--- config.mk ---
export PLATFORM = sky130hd
export DESIGN_NAME = tdpt_rem_unit
export DESIGN_NICKNAME = d
export VERILOG_FILES = /design/src/rtl/core/tdpt_pkg.sv /design/src/rtl/core/tdpt_rem_unit.sv
export SDC_FILE = /design/constraint.sdc
export NUM_CORES = 1
export LEC_CHECK = 0
export ABC_CLOCK_PERIOD_IN_PS = 10100
export BUFFER_PORTS_ARGS = -buffer_cell sky130_fd_sc_hd__buf_2
export CAP_MARGIN = 20
export CORE_UTILIZATION = 60
export CTS_CLUSTER_SIZE = 16
export DETAILED_ROUTE_END_ITERATION = 8
export PLACE_DENSITY = 0.82
export SLEW_MARGIN = 20
export SYNTH_ARGS = -nofsm -noshare
export SYNTH_HDL_FRONTEND = slang
export SYNTH_SLANG_ARGS = --single-unit
--- constraint.sdc ---
create_clock -name clk -period 10.1 [get_ports clk]
set_input_delay 2.02 -clock clk [delete_from_list [all_inputs] [get_ports clk]]
set_output_delay 2.02 -clock clk [all_outputs]
set_load 0.02 [all_outputs]
--- src/rtl/core/tdpt_pkg.sv ---
// Shared types for the trial division primality test block.
// No dependencies.
package tdpt_pkg;

    // Control from the sequencer to the remainder unit
    typedef struct packed {
        logic start;
    } div_ctrl_t;

    // Status from the remainder unit back to the sequencer
    typedef struct packed {
        logic done;
        logic rem_zero;
    } rem_stat_t;

endpackage

--- src/rtl/core/tdpt_rem_unit.sv ---
// Bit-serial restoring remainder unit: one quotient bit per cycle.
// Depends on tdpt_pkg for the control and status structs.
module tdpt_rem_unit #(
    parameter int VALUE_BITS = 31
) (
    input  logic                  clk,
    input  logic                  rst_n,
    input  tdpt_pkg::div_ctrl_t   ctrl,
    input  logic [VALUE_BITS-1:0] dividend,
    input  logic [VALUE_BITS-1:0] divisor,
    output tdpt_pkg::rem_stat_t   stat
);

    localparam int CNT_BITS = $clog2(VALUE_BITS);

    logic                  busy_reg;
    logic                  done_reg;
    logic                  zero_reg;
    logic [CNT_BITS-1:0]   cnt_reg;
    logic [VALUE_BITS-1:0] num_reg;
    logic [VALUE_BITS-1:0] rem_reg;

    logic [VALUE_BITS:0]   trial;
    logic                  trial_ge;
    logic [VALUE_BITS-1:0] rem_next;

    // Shift in the next dividend bit and subtract when it fits
    always_comb
    begin
        trial    = {rem_reg, num_reg[VALUE_BITS-1]};
        trial_ge = (trial >= {1'b0, divisor});
        if (trial_ge)
        begin
            rem_next = VALUE_BITS'(trial - {1'b0, divisor});
        end
        else
        begin
            rem_next = trial[VALUE_BITS-1:0];
        end
    end

    // Sequence control: load on start, count down one bit per cycle
    always_ff @(posedge clk or negedge rst_n)
    begin
        if (!rst_n)
        begin
            busy_reg <= 1'b0;
            done_reg <= 1'b0;
            cnt_reg  <= '0;
        end
        else
        begin
            done_reg <= 1'b0;
            if (ctrl.start)
            begin
                busy_reg <= 1'b1;
                cnt_reg  <= CNT_BITS'(VALUE_BITS - 1);
            end
            else if (busy_reg)
            begin
                cnt_reg <= cnt_reg - CNT_BITS'(1);
                if (cnt_reg == '0)
                begin
                    busy_reg <= 1'b0;
                    done_reg <= 1'b1;
                end
            end
        end
    end

    // Datapath: partial remainder and dividend shift register
    always_ff @(posedge clk)
    begin
        if (ctrl.start)
        begin
            num_reg <= dividend;
            rem_reg <= '0;
        end
        else if (busy_reg)
        begin
            num_reg <= {num_reg[VALUE_BITS-2:0], 1'b0};
            rem_reg <= rem_next;
            if (cnt_reg == '0)
            begin
                zero_reg <= (rem_next == '0);
            end
        end
    end

    assign stat.done     = done_reg;
    assign stat.rem_zero = zero_reg;

endmodule

## After elaboration in Yosys (flattened, before gate mapping)

Index checks and enable logic that the tools add are counted.

- Register bits after elaboration: 70
- Bits in latches: 0
- Memory bits (writable): 0
- Memory bits (read-only): 0
- Word-level logic and storage cells: 25
- Memories: 0

- Add/subtract/negate cells: 2
- Multipliers: 0
- Div/mod/pow operators: 0
- $lt $le $gt $ge: 1
- Equal/unequal tests: 0
- Shifts and indexed selects: 0
- Multiplexer cells: 11
- Bitwise gates (word level): 1
- Reductions and logical operators: 4

Operator list:

| operator | number |
|---|---|
| 31-bit 2-to-1 mux | 3 |
| 32-bit by 31-bit greater-or-equal comparator with 1-bit output | 1 |
| 31-bit zero test | 1 |
| 31-bit subtractor | 1 |
| 5-bit 2-to-1 mux | 2 |
| 1-bit 2-to-1 mux | 6 |
| 5-bit zero test | 1 |
| 5-bit by 1-bit subtractor with 5-bit output (second input constant) | 1 |
| 3-bit AND reduction | 1 |
| 2-bit nonzero test | 1 |
| 1-bit NOT | 1 |

## Depth between registers and ports, before layout

- Word-level depth: 4
- Gate-level depth with buffers: 13

## Worst setup path before layout

Ideal clock, no wire load.

- Path type: input to register
- From: in divisor[0]
- To: reg zero_reg, data pin
- Library setup time: 0.176 ns
- Data arrival time: 4.756 ns
- Path slack: 5.168 ns
- Stages on the path: 11
- Path buffers: 0
- Cells stage by stage: ha_1 -> fa_1 -> nand2b_2 -> a211oi_4 -> o21ai_2 -> a2111oi_4 -> a211oi_2 -> or4_1 -> o41ai_2 -> o221ai_1 -> nor4_1

- Longest elaborated chain between the ends: 3
- Elaborated cells on any way between the ends: 4
- Classes of those cells: add/sub: 1; order compare: 1; mux: 1; reduce/logical: 1

RTL lines:

| what | line | RTL |
|---|---|---|
| from (decl) | tdpt_rem_unit.sv:10 | `input logic [VALUE_BITS-1:0] divisor,` |
| 31-bit subtractor / 32-bit by 31-bit greater-or-equal comparator with 1-bit output (equally long branches) | tdpt_rem_unit.sv:34, tdpt_rem_unit.sv:31 |  |
| 31-bit 2-to-1 mux * | tdpt_rem_unit.sv:32 | `if (trial_ge)` |
| 31-bit zero test * | tdpt_rem_unit.sv:85 | `zero_reg <= (rem_next == '0);` |
| to (signal assigned) | tdpt_rem_unit.sv:85 |  |
| to (decl) | tdpt_rem_unit.sv:18 | `logic zero_reg;` |

Every way passes the cells marked *; elsewhere a longest branch is shown, timed or not.
A chain may end at the register's enable or synchronous reset.

## Final worst setup path

Ends and elaborated chain as after synthesis.

==> out/metrics.cfg <==
[detailed_routing]
vias_per_cell=6.23
wl_mm=13.1
route.detailed.drc=0
drt_iter0_markers=318
wl_per_cell_um=17.5
vias=4673
drt_pass1_iterations=5
ant_nets=0

[clocking]
ctsResizeCount=0
htreeDepth=3
clkSlewWorstSetupHoldPaths_ns=0.08
numCtsBuffers=9
cts_tree=yes
cts_num_sinks=70
clock_path_buffers=2
cts_root_buf=clkbuf_8
cts_setup_buffers=0
worstSkewPairLatency_ns=0.35
postCtsHoldBufs=0

[worst_setup_path]
worst_path_max_delay_cell=or4_1
path_common_cell=a211oi_4
crit_type=input pin to register
slowest_delay_ns=0.59
crit_chain=buf_2 -> ha_1 -> fa_1 -> nand2b_2 -> a211oi_4 -> o21ai_2 -> a2111oi_4 -> a211oi_4 -> buf_4 -> or4_1 -> o41ai_2 -> o221ai_1 -> nor4_1
cp-start-kind=input pin
worst_setup_path_end_kind=register
arrival_ns=5.43
reg2reg_slack_ns=6.07
crit_fanout=45
cp.required_ns=10.26

[sta]
slew_headroom_pct=33.1
tightest_slew_ns=1.00
final.min_clock_period_ns=5.27
setup_viol=0
report.final.slew_viol_count=0
finalHoldViolCount=0
fin_crit_sh_pct=52.2
rsz0062_at_grt=no
fin_skew_ns=0.00388
fmax_mhz=190
tns_ns=0

[logic_synthesis]
netlist_area_sq_um=5240
ys.flop_type=edfxtp_1
avgSynthCellArea_sq_um=8.82
yosys.area_share.simple_pct=17.3
async_reset_ff_share_pct=10.0
synthXorXnorAreaFrac_pct=4.01
synthCells=594
synth_top_family_by_area=compound AO/OA/AOI/OAI gates
synth_cell_types=71
synth_compound_area_share_pct=21.8
synthAdderAreaFrac_pct=8.27
synth_edf_count=32
synthMuxAreaShare_pct=8.96
yosysSeqAreaShare_pct=33.5
ys_seq_elements=70
synth_nets=693
ys_warn_count=0

[final_layout]
syn_to_final_growth_pct=11.0
final_net_count=739
n_fill_cell=673
drive_gt1_share_pct=20.3
antennaDiodeCount=0
final_area_sq_um=5820

[global_route]
grt_max_degree=64
first_global_vias=4275
grt_antenna_before_repair=0
grt_overflow=0
grt.total_usage_pct=29.6
grt_pass1_wl_mm=20.7

[place]
placed_area_sq_um=5570
place_hpwl_mm=9.65
place.gp.congestion=0.969
port_buffers=66

[floorplan]
core-area_sq_um=8340
io_pins=67
die-area_sq_um=9110
rows=33
die_height_um=95.4
start_util_pct=62.8
dieWidth_um=95.4

[power_and_ir_drop]
leakage_nw=2.55
pwr_density_cell_nw_per_um2=255
total_power_mw=1.48
peakVddDrop_uv=171

[min_path]
worstHoldPathType=register to register

[run]
cap_violations=0

[status]
run_status=complete, no violations

## cell usage after synthesis (all sizes together) (3+ instances only)
master	n	area, sq um
nand4	9	71.3
and2	10	62.6
o211ai	10	75.1
xnor2	13	114
inv	42	158
o21ai	31	159
a311oi	5	43.8
and3	3	18.8
nand2	55	209
a21o	9	67.6
ha	33	413
or4	3	22.5
a211o	3	26.3
edfxtp	32	961
mux2	31	349
a32oi	3	26.3
nand2b	9	58.8
o221ai	3	26.3
nor3	14	75.1
nor2	46	173
a21oi	41	205
clkbuf	19	72.6
o31ai	3	22.5
dfrtp	7	175
xor2	11	96.3
nor4	8	50.1
or3	6	37.5
buf	15	86.3
mux2i	12	120
o211a	7	70.1
nand3	11	55.1
a31oi	6	37.5
dfxtp	31	621
a211oi	20	168
## critical path, delay by kind of cell
kind	cells	cell delay (ns)
AOI/OAI and AO/OA	6	1.31
adders and majority gates	2	0.61
and+or+nand+nor	3	1.08
buffers and inverters	2	0.37
## cell families (layout without fill, tap and decap cells)
| group | count (synthesis) | in the layout |
|---|---|---|
| compound gates | 163 | 163 |
| xor+xnor | 24 | 24 |
| flops | 70 | 70 |
| simple gates | 183 | 183 |
| mux | 43 | 43 |
| buf+inv | 77 | 128 |
| fa+ha+maj | 34 | 34 |
## power by group
group | internal, mW | switching [mW] | leakage [nW]
clock | 0.165 | 0.113 | 0.120
combinational | 0.319 | 0.463 | 1.77
sequential | 0.359 | 0.0657 | 0.664
total | 0.843 | 0.642 | 2.55
## layer usage
metal	vias to the layer above	GRT usage [%]	share of wire, %
met3	28	7.02	5.0
met4	0	10.8	2.6
met2	161	49.5	50
met1	2208	37.2	42
met5	-	0	0
li1	2276	-	-
## worst paths after layout
check,startpoint,end,depth (start not counted)
max in group asynchronous,rst_n,busy_reg,1
max reg2reg,num_reg[30],zero_reg,13
max,divisor[0],zero_reg,13
min reg2reg,rem_reg[14],rem_reg[14],2
min,rem_reg[14],rem_reg[14],2
min in group asynchronous,rst_n,cnt_reg[2],1
## area by class of cell
class                   count  area (sq um)  share of cell area, %
clock buffers               9           124                   2.13
clock inverters             7           120                   2.07
inverters                  43           161                   2.78
multi-input cells         447          3170                   54.5
flip-flops and latches     70          1760                   30.2
well taps                 105           131                   2.26
repair buffers             69           353                   6.07
## per-stage QoR
step	hold WS (ns)	utilization, %	cells	setup WS (ns)
6_report	0.525	69.7	750	4.83
5_1_grt	0.557	69.7	750	4.68
4_1_cts	0.520	69.7	750	4.87
3_5_place_dp	0.495	66.8	734	4.52
3_3_place_gp	0.491	66.8	734	4.64
2_1_floorplan	0.467	-	594	5.17
## cell usage in the layout, fill, tap and decap left out, types with 5 or more instances in the layout
master    count
buf_2        66
nand2_1      54
nor2_1       46
inv_1        42
a21oi_1      41
ha_1         33
edfxtp_1     32
mux2_2       31
dfxtp_1      31
o21ai_0      29
a211oi_1     18
nor3_1       13
xnor2_1      13
mux2i_1      12
nand3_1      11
xor2_1       11
and2_1       10
o211ai_1     10
a21o_1        9
clkbuf_8      9
nand2b_1      8
nand4_1       8
nor4_1        8
o211a_1       7
or3_1         6
a31oi_1       6
dfrtp_1       6
a311oi_1      5
No activity file was read; power rests on OpenSTA's default activity.
